--- src/hw/rtl/hexesc_pkg.sv ---
package hexesc_pkg;

    // characters that start an escape
    localparam logic [7:0] CH_BACKSLASH = 8'h5C;
    localparam logic [7:0] CH_X         = 8'h78;

    // warning codes
    localparam logic [1:0] WARN_NONE = 2'd0;
    localparam logic [1:0] WARN_CTRL = 2'd1;
    localparam logic [1:0] WARN_NULL = 2'd2;

    // results one transaction can produce
    localparam int MAX_RESULTS = 4;

    // escape progress: nothing, backslash, backslash x, backslash x digit
    typedef enum logic [1:0] {
        PH_IDLE  = 2'd0,
        PH_BS    = 2'd1,
        PH_X     = 2'd2,
        PH_DIGIT = 2'd3
    } phase_t;

    // one result transaction
    typedef struct packed {
        logic [7:0] data;
        logic [1:0] warn;
        logic       last;
    } ent_t;

    // everything the decoder hands back for one input transaction
    typedef struct packed {
        phase_t                      phase;
        logic [7:0]                  held;
        logic [2:0]                  count;
        ent_t [MAX_RESULTS-1:0]      ent;
    } dec_t;

    function automatic logic is_hex(input logic [7:0] c);
        logic dig;
        logic low;
        logic upp;
        dig = (c >= 8'h30) && (c <= 8'h39);
        low = (c >= 8'h61) && (c <= 8'h66);
        upp = (c >= 8'h41) && (c <= 8'h46);
        return dig || low || upp;
    endfunction

    // nibble value of a hex digit character; letters map through the low nibble
    function automatic logic [3:0] hex_value(input logic [7:0] c);
        logic [3:0] v;
        if (c[6])
        begin
            v = c[3:0] + 4'd9;
        end
        else
        begin
            v = c[3:0];
        end
        return v;
    endfunction

    // regex control characters and the null byte get flagged
    function automatic logic [1:0] warn_of(input logic [7:0] v);
        logic [1:0] w;
        unique case (v)
            8'h24, 8'h28, 8'h29, 8'h2A, 8'h2B, 8'h2E, 8'h3F,
            8'h5B, 8'h5D, 8'h5E, 8'h7C, 8'h7B, 8'h7D, 8'h5C: w = WARN_CTRL;
            8'h00:                                          w = WARN_NULL;
            default:                                        w = WARN_NONE;
        endcase
        return w;
    endfunction

endpackage

--- src/hw/rtl/hexesc_decode.sv ---
module hexesc_decode
(
    input  logic [7:0]        cur_byte,
    input  logic              cur_last,
    input  hexesc_pkg::phase_t phase,
    input  logic [7:0]        held,
    output hexesc_pkg::dec_t  dec
);

    logic               broken;
    logic               done;
    logic               lit;
    hexesc_pkg::phase_t nph;
    logic [7:0]         nheld;
    logic [7:0]         dec_byte;
    logic [2:0]         n;
    logic [2:0]         nm1;
    hexesc_pkg::ent_t [hexesc_pkg::MAX_RESULTS-1:0] ent;

    // escape progress for this byte
    always_comb
    begin
        broken = 1'b0;
        done   = 1'b0;
        lit    = 1'b0;
        nph    = phase;
        nheld  = held;
        unique case (phase)
            hexesc_pkg::PH_IDLE:
            begin
                if (cur_byte == hexesc_pkg::CH_BACKSLASH)
                begin
                    nph = hexesc_pkg::PH_BS;
                end
                else
                begin
                    lit = 1'b1;
                end
            end
            hexesc_pkg::PH_BS:
            begin
                if (cur_byte == hexesc_pkg::CH_X)
                begin
                    nph = hexesc_pkg::PH_X;
                end
                else
                begin
                    broken = 1'b1;
                end
            end
            hexesc_pkg::PH_X:
            begin
                if (hexesc_pkg::is_hex(cur_byte))
                begin
                    nheld = cur_byte;
                    nph   = hexesc_pkg::PH_DIGIT;
                end
                else
                begin
                    broken = 1'b1;
                end
            end
            hexesc_pkg::PH_DIGIT:
            begin
                if (hexesc_pkg::is_hex(cur_byte))
                begin
                    done = 1'b1;
                    nph  = hexesc_pkg::PH_IDLE;
                end
                else
                begin
                    broken = 1'b1;
                end
            end
            default:
            begin
                nph = hexesc_pkg::PH_IDLE;
            end
        endcase
        // a breaking byte starts over as if nothing were pending
        if (broken)
        begin
            if (cur_byte == hexesc_pkg::CH_BACKSLASH)
            begin
                nph = hexesc_pkg::PH_BS;
            end
            else
            begin
                nph = hexesc_pkg::PH_IDLE;
                lit = 1'b1;
            end
        end
    end

    assign dec_byte = {hexesc_pkg::hex_value(held), hexesc_pkg::hex_value(cur_byte)};

    // build the ordered result list
    always_comb
    begin
        n   = 3'd0;
        nm1 = 3'd0;
        ent = '0;
        // release held bytes of a broken escape
        if (broken && (phase != hexesc_pkg::PH_IDLE))
        begin
            ent[n[1:0]] = '{hexesc_pkg::CH_BACKSLASH, hexesc_pkg::WARN_NONE, 1'b0};
            n = n + 3'd1;
        end
        if (broken && ((phase == hexesc_pkg::PH_X) || (phase == hexesc_pkg::PH_DIGIT)))
        begin
            ent[n[1:0]] = '{hexesc_pkg::CH_X, hexesc_pkg::WARN_NONE, 1'b0};
            n = n + 3'd1;
        end
        if (broken && (phase == hexesc_pkg::PH_DIGIT))
        begin
            ent[n[1:0]] = '{held, hexesc_pkg::WARN_NONE, 1'b0};
            n = n + 3'd1;
        end
        // completed escape
        if (done)
        begin
            ent[n[1:0]] = '{dec_byte, hexesc_pkg::warn_of(dec_byte), 1'b0};
            n = n + 3'd1;
        end
        // literal pass-through
        if (lit)
        begin
            ent[n[1:0]] = '{cur_byte, hexesc_pkg::WARN_NONE, 1'b0};
            n = n + 3'd1;
        end
        // end of string flushes what is still held
        if (cur_last && (nph != hexesc_pkg::PH_IDLE))
        begin
            ent[n[1:0]] = '{hexesc_pkg::CH_BACKSLASH, hexesc_pkg::WARN_NONE, 1'b0};
            n = n + 3'd1;
        end
        if (cur_last && ((nph == hexesc_pkg::PH_X) || (nph == hexesc_pkg::PH_DIGIT)))
        begin
            ent[n[1:0]] = '{hexesc_pkg::CH_X, hexesc_pkg::WARN_NONE, 1'b0};
            n = n + 3'd1;
        end
        if (cur_last && (nph == hexesc_pkg::PH_DIGIT))
        begin
            ent[n[1:0]] = '{nheld, hexesc_pkg::WARN_NONE, 1'b0};
            n = n + 3'd1;
        end
        // mark the final result of the string
        if (cur_last && (n != 3'd0))
        begin
            nm1 = n - 3'd1;
            ent[nm1[1:0]].last = 1'b1;
        end
    end

    assign dec.phase = cur_last ? hexesc_pkg::PH_IDLE : nph;
    assign dec.held  = nheld;
    assign dec.count = n;
    assign dec.ent   = ent;

endmodule

--- src/hw/rtl/hex_escape_decoder.sv ---
// output: the first result of a transaction is registered and offered in the cycle after it is accepted
// throughput: 1 input transaction per cycle while each gives at most one result and
// out_stall is low; a transaction giving more results holds the input until its last
// result is taken, as the result queue drains one entry per cycle while out_stall is low
// reset: rst_n asynchronous active low, clears escape state and empties the queue
module hex_escape_decoder
(
    input  logic       clk,
    input  logic       rst_n,
    input  logic       in_valid,
    output logic       in_stall,
    input  logic [7:0] in_byte,
    input  logic       in_last,
    output logic       out_valid,
    input  logic       out_stall,
    output logic [7:0] out_byte,
    output logic [1:0] warn_code,
    output logic       out_last
);

    hexesc_pkg::phase_t phase_reg;
    hexesc_pkg::phase_t phase_next;
    logic [7:0]         held_reg;
    logic [7:0]         held_next;
    logic [2:0]         rem_reg;
    logic [2:0]         rem_next;
    hexesc_pkg::ent_t [hexesc_pkg::MAX_RESULTS-1:0] ent_reg;
    hexesc_pkg::ent_t [hexesc_pkg::MAX_RESULTS-1:0] ent_next;
    hexesc_pkg::dec_t   dec;
    logic               in_fire;
    logic               out_fire;

    hexesc_decode u_decode
    (
        .cur_byte (in_byte),
        .cur_last (in_last),
        .phase    (phase_reg),
        .held     (held_reg),
        .dec      (dec)
    );

    // handshakes: take a new transaction once the queue is empty or about to be
    assign out_valid = (rem_reg != 3'd0);
    assign out_fire  = out_valid && !out_stall;
    assign in_stall  = !((rem_reg == 3'd0) || ((rem_reg == 3'd1) && out_fire));
    assign in_fire   = in_valid && !in_stall;

    // queue head drives the outputs
    assign out_byte  = ent_reg[0].data;
    assign warn_code = ent_reg[0].warn;
    assign out_last  = ent_reg[0].last;

    // next state of escape tracking and result queue
    always_comb
    begin
        phase_next = phase_reg;
        held_next  = held_reg;
        rem_next   = rem_reg;
        ent_next   = ent_reg;
        if (in_fire)
        begin
            phase_next = dec.phase;
            held_next  = dec.held;
            rem_next   = dec.count;
            ent_next   = dec.ent;
        end
        else if (out_fire)
        begin
            rem_next = rem_reg - 3'd1;
            for (int i = 0; i < hexesc_pkg::MAX_RESULTS - 1; i++)
            begin
                ent_next[i] = ent_reg[i+1];
            end
        end
    end

    // control state
    always_ff @(posedge clk or negedge rst_n)
    begin
        if (!rst_n)
        begin
            phase_reg <= hexesc_pkg::PH_IDLE;
            held_reg  <= 8'd0;
            rem_reg   <= 3'd0;
        end
        else
        begin
            phase_reg <= phase_next;
            held_reg  <= held_next;
            rem_reg   <= rem_next;
        end
    end

    // result payload
    always_ff @(posedge clk)
    begin
        ent_reg <= ent_next;
    end

endmodule

--- config.mk ---
export PLATFORM = sky130hd
export DESIGN_NAME = hex_escape_decoder
export DESIGN_NICKNAME = d
export VERILOG_FILES = /design/src/hw/rtl/hexesc_pkg.sv /design/src/hw/rtl/hexesc_decode.sv /design/src/hw/rtl/hex_escape_decoder.sv
export SDC_FILE = /design/constraint.sdc
export NUM_CORES = 1
export LEC_CHECK = 0
export BUFFER_PORTS_ARGS = -buffer_cell sky130_fd_sc_hd__buf_2
export CORE_MARGIN = 1
export CORE_UTILIZATION = 57
export DETAILED_ROUTE_END_ITERATION = 8
export PLACE_DENSITY = 0.76
export SYNTH_ARGS = -nofsm -noshare
export SYNTH_HDL_FRONTEND = slang
export SYNTH_HIERARCHICAL = 1
export SYNTH_SLANG_ARGS = --single-unit
--- constraint.sdc ---
create_clock -name clk -period 5.82 [get_ports clk]
set_clock_uncertainty 0.1 [all_clocks]
set_input_delay 0.291 -clock clk [delete_from_list [all_inputs] [get_ports clk]]
set_output_delay 0.291 -clock clk [all_outputs]
set_load 0.005 [all_outputs]
# After elaboration in Yosys (flattened, before gate mapping)
# Cells that the tools add are included.
dict set report totals {
  ram_bits 0
  inputBits 13
  romBits 0
  reg_bits 57
  mem_count 0
  wordCells 182
  latchBits 0
}
dict set report op_classes {
  add_sub_neg 11
  n_mul 0
  order_cmp 22
  eq_ne 22
  n_reduce_logical 38
  shift 0
  div 0
  n_mux 65
  bitwise 9
}
# operator count
set op_table {}
lappend op_table {{$mux 44} 8}
lappend op_table {{$bwmux 44} 5}
lappend op_table {{$demux 11 s2} 8}
lappend op_table {{$not 28->28} 3}
lappend op_table {{$mux 11} 7}
lappend op_table {{$eq 8x7->1 const B} 9}
lappend op_table {{$mux 33} 2}
lappend op_table {{$and 28x28->28} 2}
lappend op_table {{$eq 8x6->1 const B} 7}
lappend op_table {{$or 16x16->16} 2}
lappend op_table {{$and 7x28->28} 1}
lappend op_table {{$mux 3} 9}
lappend op_table {{$logic_and 1x1->1} 21}
lappend op_table {{$lt 2x3->1 const B} 7}
lappend op_table {{$add 3x1->3 const B} 6}
lappend op_table {{$ge 8x7->1 const B} 2}
lappend op_table {{$le 8x7->1 const B} 2}
lappend op_table {{$mux 8} 2}
lappend op_table {{$or 4x16->16} 1}
lappend op_table {{$ge 2x1->1 const B} 7}
lappend op_table {{$mux 2} 7}
lappend op_table {{$reduce_or 14->1} 1}
lappend op_table {{$mux 1} 11}
lappend op_table {{$mux 10} 1}
lappend op_table {{other kinds (23)} 36}

# Depth between registers and ports, before layout
# Gate-level depths: netlist (run 1).
dict set report logic_depth {
  depth_word 30
  depth_mapped 34
  ltp_nobuf 32
}

# Cells and area by module
# The synthesis (run 1) kept the hierarchy.
# module instances area_per_inst_um2 cells_each seq_area_each_um2
set modules_own_cells {}
lappend modules_own_cells {hexesc_decode 1 2766.4 405 0.0}
lappend modules_own_cells {hex_escape_decoder 1 2496.1 141 1646.6}

# Worst setup path after synthesis (run 1)
# OpenSTA, ideal clock, no wires.
dict set report synth_timing {
  path_type {input port to flip-flop}
  startpoint {input in_byte[0]}
  endpoint {register ent_reg, in the netlist out_byte[3] (data pin)}
  arrival_ps 6424
  setup_slack_ps -964
  path_stages 33
  cell_sequence {clkbuf_1 -> inv_1 -> ha_1 -> or4b_4 -> and4b_1 -> buf_6 -> o21ai_2 -> nand2_1 -> inv_1 -> nor2_1 -> inv_1 -> ha_1 -> xor2_1 -> ha_1 -> a2111oi_0 -> a221oi_1 -> and2_1 -> ha_1 -> nand3_1 -> nand2_2 -> ha_1 -> nand2b_1 -> a21oi_1 -> a21o_1 -> ha_1 -> nand2_1 -> o21ai_1 -> ha_1 -> and3_1 -> a21o_1 -> nand2b_4 -> o32a_1 -> mux2_2}
}
# element line_no
set synth_lines {}
lappend synth_lines {{from (decl)} hex_escape_decoder.sv:12} ;# input logic [7:0] in_byte,
lappend synth_lines {{to (signal assigned)} hex_escape_decoder.sv:97} ;# ent_reg <= ent_next;
lappend synth_lines {{to (decl)} hex_escape_decoder.sv:27} ;# hexesc_pkg::ent_t [hexesc_pkg::MAX_RESULTS-1:0] ent_reg;

==> metrics, run 1 <==
DR vias=4816; arrival time worst endpoint=5.73 ns; max reg flops=33; worst setup path startpoint=in_byte[0]; IO Pins=26; M1 WL=6562 µm; Clock Pin Slew Worst Setup and Hold Paths=0.08 ns; Antenna diodes=0; share of flip-flops with an asynchronous set or reset=0.2281; Yosys reg bits=57; HP Start=out_stall; Max H-tree Level=3; iteration count of the initial detailed-routing pass=7; Core ar.=8848 µm²; Mean Syn Cell Area=9.638 µm²; PD cells=256.1 nW/µm²; GRT Total Usage=0.3552; final WL=16450 µm; CP Launch Type=input port; hold_ws=0.2689 ns; Setup TNS=0 ns; CP peak stage delay=0.48 ns; peak supply drop=0.1904 mV; Crit. End Element=register; vias in the first global route=4884; gpl congestion=1.056; Fin. Hold Viols=0; Mapped Cells=546; Yosys Warn Count=6; post-synthesis sequential area ratio=0.3129; share of the synthesized area in the top cell type=0.2511; mapped cell area=5263 µm²; Routed Antenna Nets=0; HP Class=input port to register; uppermost layer routed=met4; reg2reg start=phase_reg[0]; vias per cell=6.726; synthesized net count=589; # setup viols final=0; WL met2=7744 µm; die area=9621 µm²; root buffer cell=clkbuf_8; largest net degree at the start of global routing=34; worst-path maximum fanout=4; clock sinks=57; Worst R2R Path Depth=26; # rows=34; most instantiated library cell after synthesis=nor2_1; worst-margin pin slew=1.026 ns; hold depth=3; Die Height=98.09 µm; total grt overflow=0; layout overhead on the synthesized area=19.28%; most numerous cell on the critical path=ha_4; minimum clock period=5.751 ns; wire per inst=22.98 µm; CTS tree=built; port buffer count=25; initial core utilization=0.5947; crit share post-route=0.9881; RSZ-0062 raised after global routing=true; Rel. slew slack=0.3131; share of cells above drive strength 1=0.3487; pre-CTS setup slack=-0.3303 ns; Max Slew Vio Count=0; DRT iter0 DRCs=436; dpl hpwl=12300 µm; post-route setup slack=0.06939 ns; initial antenna violation count=0; first-pass GRT wire length=26120 µm; ys flop type=edfxtp_1; met3 WL=1498 µm; post-synth top area cell=edfxtp_1; Crit path required time=5.80 ns; WS Path Type=input port to register; synth unique cells=80; Horiz. Die Dim=98.09 µm; Max Freq=173.9 MHz; top cells by count, synth=nor2_1, edfxtp_1, nand2_1, mux2_2, ha_1; Max clock buf depth=2; synth top area cells=edfxtp_1, mux2_2, ha_1; Num CTS Buffers=9; Clock Latency Late Sink=0.34 ns; CP max-delay cell=or4b_4; final net count=646; DRC viols=0; P_leak=2.673 nW; count of max-cap constraint violations=0; status=finished, final reports clean; Post-synth EDFFs=44
==> repair_timing <==
item,4_1_cts,5_1_grt
setup endpoints to repair,0,19
hold endpoints to repair,13,0
hold buffers,1,0
gates resized for setup,0,23
setup buffers,0,2
==> power by group <==
part | internal (W) | switching, W | total, W
clock | 0.000240 | 0.000187 | 0.000427
sequential | 0.000642 | 0.0000463 | 0.000688
combinational | 0.000249 | 0.000244 | 0.000492
==> path summary, 6_finish.rpt <==
kind	endpoint	slack [ns]
max in group asynchronous	held_reg[7]	4.98
hold reg to reg	ent_reg[23]	0.45
setup reg to reg	out_byte[3]	0.52
min in group asynchronous	phase_reg[1]	0.32
hold / removal	rem_reg[0]	0.27
setup / recovery	out_byte[3]	0.07
==> per-layer routing <==
layer,global-route usage,vias to the layer above
li1,-,2165
met2,0.5834,281
met4,0.1655,0
met3,0.06084,63
met5,0,-
met1,0.4565,2307
==> per-stage QoR <==
step,utilization,cell area [µm²],power [W],cells
6_report,0.7094,6277,0.001607,716
4_1_cts,0.6967,6165,0.001597,714
2_1_floorplan,-,5488,0.001088,546
3_5_place_dp,0.6718,5944,0.001177,697
5_1_grt,0.7094,6277,0.001679,716
3_3_place_gp,0.6718,5944,0.001150,697
==> critical path: cells and delay by family <==
| family | cells | cell delay [ns] |
|---|---|---|
| muxes | 2 | 0.43 |
| and+or+nand+nor | 11 | 1.76 |
| adders and majority gates | 7 | 1.62 |
| buffers and inverters | 3 | 0.29 |
| AOI/OAI and AO/OA | 7 | 1.18 |
| xor gates and xnor gates | 1 | 0.16 |
==> cell usage in the layout, fill, tap and decap left out, drive strengths merged, types with 11 or more instances in the layout <==
cell type	netlist	routed
edfxtp	44	44
a22oi	11	11
nand3	14	14
buf	26	87
a221oi	11	11
o21ai	33	33
mux2	50	50
nor2	46	46
ha	30	30
and3	11	11
nor3	12	12
inv	30	30
a21oi	20	20
xnor2	14	14
nand2	36	36
dfrtp	13	13
==> final cells by class <==
cell class / count / area (µm²)
Clock buffer: 10 / 127.6
Sequential cell: 57 / 1647
Inverter: 31 / 136.4
Multi-Input combinational cell: 416 / 3507
Timing Repair Buffer: 88 / 641.9
Tap cell: 108 / 135.1
Clock inverter: 6 / 82.58
Fill cell: 662 / 2571
==> cells by family (layout without fill, tap and decap cells) <==
family / Yosys count / in the layout / share of synthesized area
DFF: 57 / 57 / 0.3129
AOI/OAI and AO/OA: 158 / 158 / 0.2318
muxes: 55 / 55 / 0.1279
buffers and inverters: 73 / 135 / 0.07014
and+or+nand+nor: 157 / 157 / 0.1593
xor gates and xnor gates: 16 / 16 / 0.02663
adders and majority gates: 30 / 30 / 0.07133
No activity file was read; power rests on OpenSTA's default activity.
==> run 2: changes to the inputs <==
ABC_AREA = 1   (was not set)
==> run 2 against run 1 <==
Net effect:
- clock-buffer cell count is 1 lower
- fmax grew 6.8%
- global-route usage is 0.90 points lower
- largest power group unchanged
- critical path type unchanged
- die area fell by 5.8%
==> metrics, run 2 <==
vias in the first global route=4434; Crit. End Element=register; Synth Area in Compound Gates=0.1503; dpl hpwl=11250 µm; Num CTS Buffers=9; design area=5259 µm²; final WL=15070 µm; initial antenna violation count=0; vias per cell=5.959; Post-CTS Setup Inserts=0; # fillers=777; WS Path Type=input port to register; RSZ-0062 raised after global routing=false; CP Launch Type=input port; post-synthesis sequential area ratio=0.3324; hold_ws=0.1426 ns; minimum clock period=5.384 ns; peak supply drop=0.1540 mV; mapped cell area=4954 µm²; DR vias=4904; Clock Pin Slew Worst Setup and Hold Paths=0.07 ns; CP max-delay cell=ha_1; DRT iter0 DRCs=501; clock sinks=57; Crit path required time=5.82 ns; Die Height=95.22 µm; final core utilization=0.6337; main combinational cell family by area after synthesis=simple AND/OR/NAND/NOR gates; sequential power share=0.458; clock share of power=0.254; root buffer cell=clkbuf_8; IO Pins=26; most common cell after layout, fill and taps aside=nand2_1; share of cells above drive strength 1=0.1281; crit share post-route=0.9250; Antenna diodes=0; PD cells=285.9 nW/µm²; Mean Syn Cell Area=7.087 µm²; Sw Share=0.3521; most frequent cells in the layout=nand2_1, inv_1, o21ai_0, edfxtp_1, nor2_1; first-pass GRT wire length=23030 µm; Mapped Cells=699; max reg flops=33; synthesized net count=742; # rows=33; Post-synth EDFFs=44; gpl congestion=0.9634; iteration count of the initial detailed-routing pass=6; most instantiated library cell after synthesis=nand2_1; XOR/XNOR share of the synthesized area=0.01970; HP Class=input port to register; die area=9067 µm²; wire per inst=18.30 µm; final net count=756; Max Freq=185.7 MHz; top cells by count, synth=nand2_1, inv_1, o21ai_0, edfxtp_1, nor2_1; Max H-tree Level=3; P_int=0.0009740 W; initial core utilization=0.5969; Clock Latency Late Sink=0.35 ns; post-synth top area cell=edfxtp_1; share of flip-flops with an asynchronous set or reset=0.2281; Setup TNS=0 ns; # setup viols final=0; synth top area cells=edfxtp_1, nand2_1, ha_1; Comb pwr share=0.288; Max clock buf depth=2; count of max-cap constraint violations=0; CTS tree=built; Psw=0.0005293 W; dpl cell area=5052 µm²; Post-Place Cells=806; Final Non-Filler Cells=823; largest net degree at the start of global routing=56; Horiz. Die Dim=95.22 µm; Rel. slew slack=0.4878; Yosys Warn Count=6; layout overhead on the synthesized area=6.163%; total grt overflow=0; fraction of synthesized area in multiplexers=0; synth unique cells=41; Routed Antenna Nets=0; port buffer count=25; worst-path maximum fanout=11; Fin. Hold Viols=0; Max Slew Vio Count=0; GRT Total Usage=0.3463; post-synthesis simple-gate area fraction=0.3054; post-synthesis adder-cell area fraction=0.07578; ys flop type=edfxtp_1; P_leak=2.647 nW; DRC viols=0; share of the synthesized area in the top cell type=0.2667; status=finished, final reports clean; CP peak stage delay=0.31 ns; R2R Setup Slk=0.67 ns; arrival time worst endpoint=5.39 ns; Yosys reg bits=57; Core ar.=8299 µm²; worst-margin pin slew=0.7603 ns
## run 2: changes by cell type in the layout (fill, tap and decap cells not counted), sizes merged, moves of 12 or more
cell and delta:
buf -56, nand3 +18, nand2 +225, mux2 -50
inv +70, o21ai +23, o221ai +12
## run 2: logic make-up (layout without fill, tap and decap cells)
| group | after synthesis | in the layout |
|---|---|---|
| and+or+nand+nor | 353 | 353 |
| buffers and inverters | 128 | 147 |
| AOI/OAI and AO/OA | 122 | 122 |
| DFF | 57 | 57 |
| adders and majority gates | 30 | 30 |
| xor gates and xnor gates | 9 | 9 |
## run 2: cell type report
class	instances	area (µm²)	share of cell area
inverter	99	374.1	0.07114
timing repair buffer	32	180.2	0.03426
clock buffer	9	123.9	0.02355
clock inverter	7	70.07	0.01332
sequential	57	1647	0.3131
multi-input combinational	514	2733	0.5196
tap	105	131.4	0.02498
## run 2: path summary, 6_finish.rpt
kind / from / endpoint / cells past startpoint
worst max-delay path: in_byte[0] / ent_reg[31] / 37
worst min-delay path: out_stall / rem_reg[2] / 3
worst max register to register: phase_reg[0] / ent_reg[31] / 30
worst min register to register: rem_reg[1] / rem_reg[1] / 2
max in group asynchronous: rst_n / held_reg[4] / 2
min in group asynchronous: rst_n / phase_reg[0] / 2
## run 2: power by group through the flow
stage	registers [W]	logic (W)	clock network (W)
6_report	0.000688	0.000434	0.000382
4_1_cts	0.000689	0.000437	0.000379
5_1_grt	0.000702	0.000495	0.000400
3_3_place_gp	0.000690	0.000418	0
2_1_floorplan	0.000685	0.000364	0
3_5_place_dp	0.000696	0.000434	0
## run 2: worst max-delay path: cells and delay by family
| family | cells | cell delay [ns] |
|---|---|---|
| adders and majority gates | 6 | 1.70 |
| and+or+nand+nor | 19 | 2.21 |
| AOI/OAI and AO/OA | 1 | 0.25 |
| buffers and inverters | 11 | 0.93 |
## run 2: what timing repair did
action | 4_1_cts | 5_1_grt
setup endpoints to repair | 0 | 6
hold buffers | 1 | 0
endpoints found under the hold margin | 13 | 0
resized for setup | 0 | 1
## run 2: layer usage
metal,global-route usage,wire length [µm],share of wire,up-vias
li1,-,-,-,2314
met1,0.4286,5980,0.40,2277
met2,0.5863,7177,0.48,268
met3,0.07337,1376,0.091,45
met4,0.1338,531,0.035,0
met5,0,0,0,-
## run 2: through the flow
step,power [W],worst slack (ns)
after floorplan,0.001049,0.7061
after global placement,0.001109,0.3170
after detailed placement,0.001131,0.09231
after CTS,0.001505,0.4326
after global routing,0.001597,0.04181
final,0.001503,0.4363
==> run 3: changes to the inputs <==
CORE_UTILIZATION = 56   (was 57)
PLACE_DENSITY = 0.75   (was 0.76)
SYNTH_HIERARCHICAL = not set   (was 1)
==> run 3 against run 2 <==
Net effect:
- clock-buffer cell count up 2
- critical endpoint is now ent_reg[40]
- critical path type unchanged
- global-route usage fell by 3.3 points
- critical path depth up 2
- sequential share of layout area up 0.34 points
- setup slack improved by 0.037 ns
- worst hold slack improved by 0.17 ns
- synthesized area fell by 3.5%
- highest routed layer unchanged
- power rose by 26%
- first-iteration DRC count fell by 7.4%
- sequential cell count did not move
- synthesized cell count down 9.4%
==> metrics, run 3 <==
status=finished, final reports clean; CTS tree=built; dpl cell area=4936 µm²; vias per cell=5.967; Post-Place Cells=742; Synth Area in Compound Gates=0.1696; arrival time worst endpoint=5.32 ns; Yosys Warn Count=0; Comb pwr share=0.384; most instantiated library cell after synthesis=nand2_1; peak supply drop=0.1394 mV; Max H-tree Level=3; Post-CTS Setup Inserts=0; Mean Syn Cell Area=7.553 µm²; Antenna diodes=0; Clock Pin Slew Worst Setup and Hold Paths=0.08 ns; Max Slew Vio Count=0; CP Launch Type=input port; vias in the first global route=4185; final net count=693; clock share of power=0.238; DRC viols=0; Num CTS Buffers=9; synth top area cells=edfxtp_1, nand2_1, ha_1; most common cell after layout, fill and taps aside=nand2_1; top cells by count, synth=nand2_1, inv_1, nand3_1, edfxtp_1, o21ai_0; Horiz. Die Dim=94.40 µm; RSZ-0062 raised after global routing=false; root buffer cell=clkbuf_8; dpl hpwl=9743 µm; DR vias=4529; Rel. slew slack=0.5823; post-synthesis sequential area ratio=0.3444; port buffer count=25; worst setup path startpoint=in_byte[0]; # rows=33; Crit path required time=5.79 ns; P_leak=2.460 nW; initial antenna violation count=0; synth unique cells=48; fraction of synthesized area in multiplexers=0; Setup TNS=0 ns; reg2reg start=phase_reg[0]; IO Pins=26; Psw=0.0007302 W; WS Path Type=input port to register; Mapped Cells=633; XOR/XNOR share of the synthesized area=0.01282; worst-path maximum fanout=8; gpl congestion=1.004; iteration count of the initial detailed-routing pass=7; Final Non-Filler Cells=759; most frequent cells in the layout=nand2_1, inv_1, nand3_1, edfxtp_1, o21ai_0; max reg flops=33; Die Height=94.40 µm; DRT iter0 DRCs=464; P_int=0.001171 W; first-pass GRT wire length=21060 µm; Clock Latency Late Sink=0.35 ns; Crit. End Element=register; Core ar.=8258 µm²; design area=5202 µm²; largest net degree at the start of global routing=69; wire per inst=17.31 µm; CP peak stage delay=0.34 ns; mapped cell area=4781 µm²; share of flip-flops with an asynchronous set or reset=0.2281; share of cells above drive strength 1=0.1544; post-synthesis adder-cell area fraction=0.08113; worst-margin pin slew=0.6265 ns; clock sinks=57; CP max-delay cell=ha_1; synthesized net count=677; Power, Total=0.001901 W; post-synth top area cell=edfxtp_1; Fin. Hold Viols=0; most numerous cell on the critical path=inv_1; # setup viols final=0; sequential power share=0.378; PD cells=365.5 nW/µm²; Routed Antenna Nets=0; # fillers=768; ys flop type=edfxtp_1; layout overhead on the synthesized area=8.820%; Sw Share=0.3840; final core utilization=0.6300; Max Freq=187.0 MHz; die area=8910 µm²; total grt overflow=0; HP Class=input port to asynchronous set/reset pin; Post-synth EDFFs=44; share of the synthesized area in the top cell type=0.2764; final WL=13140 µm; minimum clock period=5.347 ns; GRT Total Usage=0.3133; Yosys reg bits=57; initial core utilization=0.5789; Max clock buf depth=2; count of max-cap constraint violations=0; post-synthesis simple-gate area fraction=0.2897; main combinational cell family by area after synthesis=simple AND/OR/NAND/NOR gates; crit share post-route=0.9187
## run 3: changes by cell type in the layout (fill, tap and decap cells not counted), sizes merged, moves of 11 or more
cell,delta
nand3,+16
o211ai,+18
nand2,-74
a21oi,+11
nor2,-11
inv,-22
o22ai,-11
## run 3: power by group through the flow
stage                     Sequential, W  Combinational, W  Clock [W]
after CTS                      0.000718          0.000720   0.000455
after global placement         0.000720          0.000696          0
after floorplan                0.000705          0.000559          0
after global routing           0.000738          0.000824   0.000469
after detailed placement       0.000724          0.000715          0
final                          0.000718          0.000730   0.000453
## run 3: worst paths after layout
path	end	slack, ns	cells past startpoint
max	ent_reg[40]	0.47	39
min	held_reg[6]	0.31	2
max reg2reg	ent_reg[40]	0.52	32
min reg2reg	out_byte[4]	0.42	2
max in group asynchronous	held_reg[4]	4.99	2
min in group clk	ent_reg[40]	0.35	3
## run 3: per-layer routing
metal	global-route usage	wire length [µm]	up-vias	part of all wire
met2	0.4915	5872	238	0.45
met3	0.04831	1152	41	0.088
met1	0.4372	5756	2087	0.44
li1	-	-	2163	-
met5	0	0	-	0
met4	0.1128	353	0	0.027
## run 3: metrics by stage
step,setup WS (ns),hold slack (ns)
CTS,0.2588,0.3095
finish,0.4734,0.3089
global route,0.01806,0.3286
floorplan,0.2578,-0.1046
detailed placement,-0.08636,0.1394
global placement,0.2271,0.1374
## run 3: area by class of cell
type | count | area [µm²] | share of cell area
clock buffers | 11 | 131.4 | 0.02525
clock inverters | 5 | 103.9 | 0.01996
inverters | 78 | 295.3 | 0.05676
multi-input cells | 465 | 2669 | 0.5130
flip-flops and latches | 57 | 1647 | 0.3165
well taps | 105 | 131.4 | 0.02525
repair buffers | 38 | 225.2 | 0.04329
## run 3: kinds of logic (layout without fill, tap and decap cells)
logic type,Yosys count,after routing
AO/OA/AOI/OAI,134,134
XOR/XNOR,7,7
adder cells (fa/ha/maj),31,31
buffers and inverters,111,132
flip-flops,57,57
AND/OR/NAND/NOR,293,293
## run 3: critical path, delay by kind of cell
family,cells,cell delay [ns]
AND/OR/NAND/NOR,19,1.98
buffers and inverters,11,0.95
adder cells (fa/ha/maj),7,1.89
AO/OA/AOI/OAI,2,0.19
## run 3: timing repair
action | 4_1_cts | 5_1_grt
endpoints found under the hold margin | 13 | 0
resized for setup | 0 | 6
setup endpoints to repair | 0 | 24
hold buffers | 1 | 0
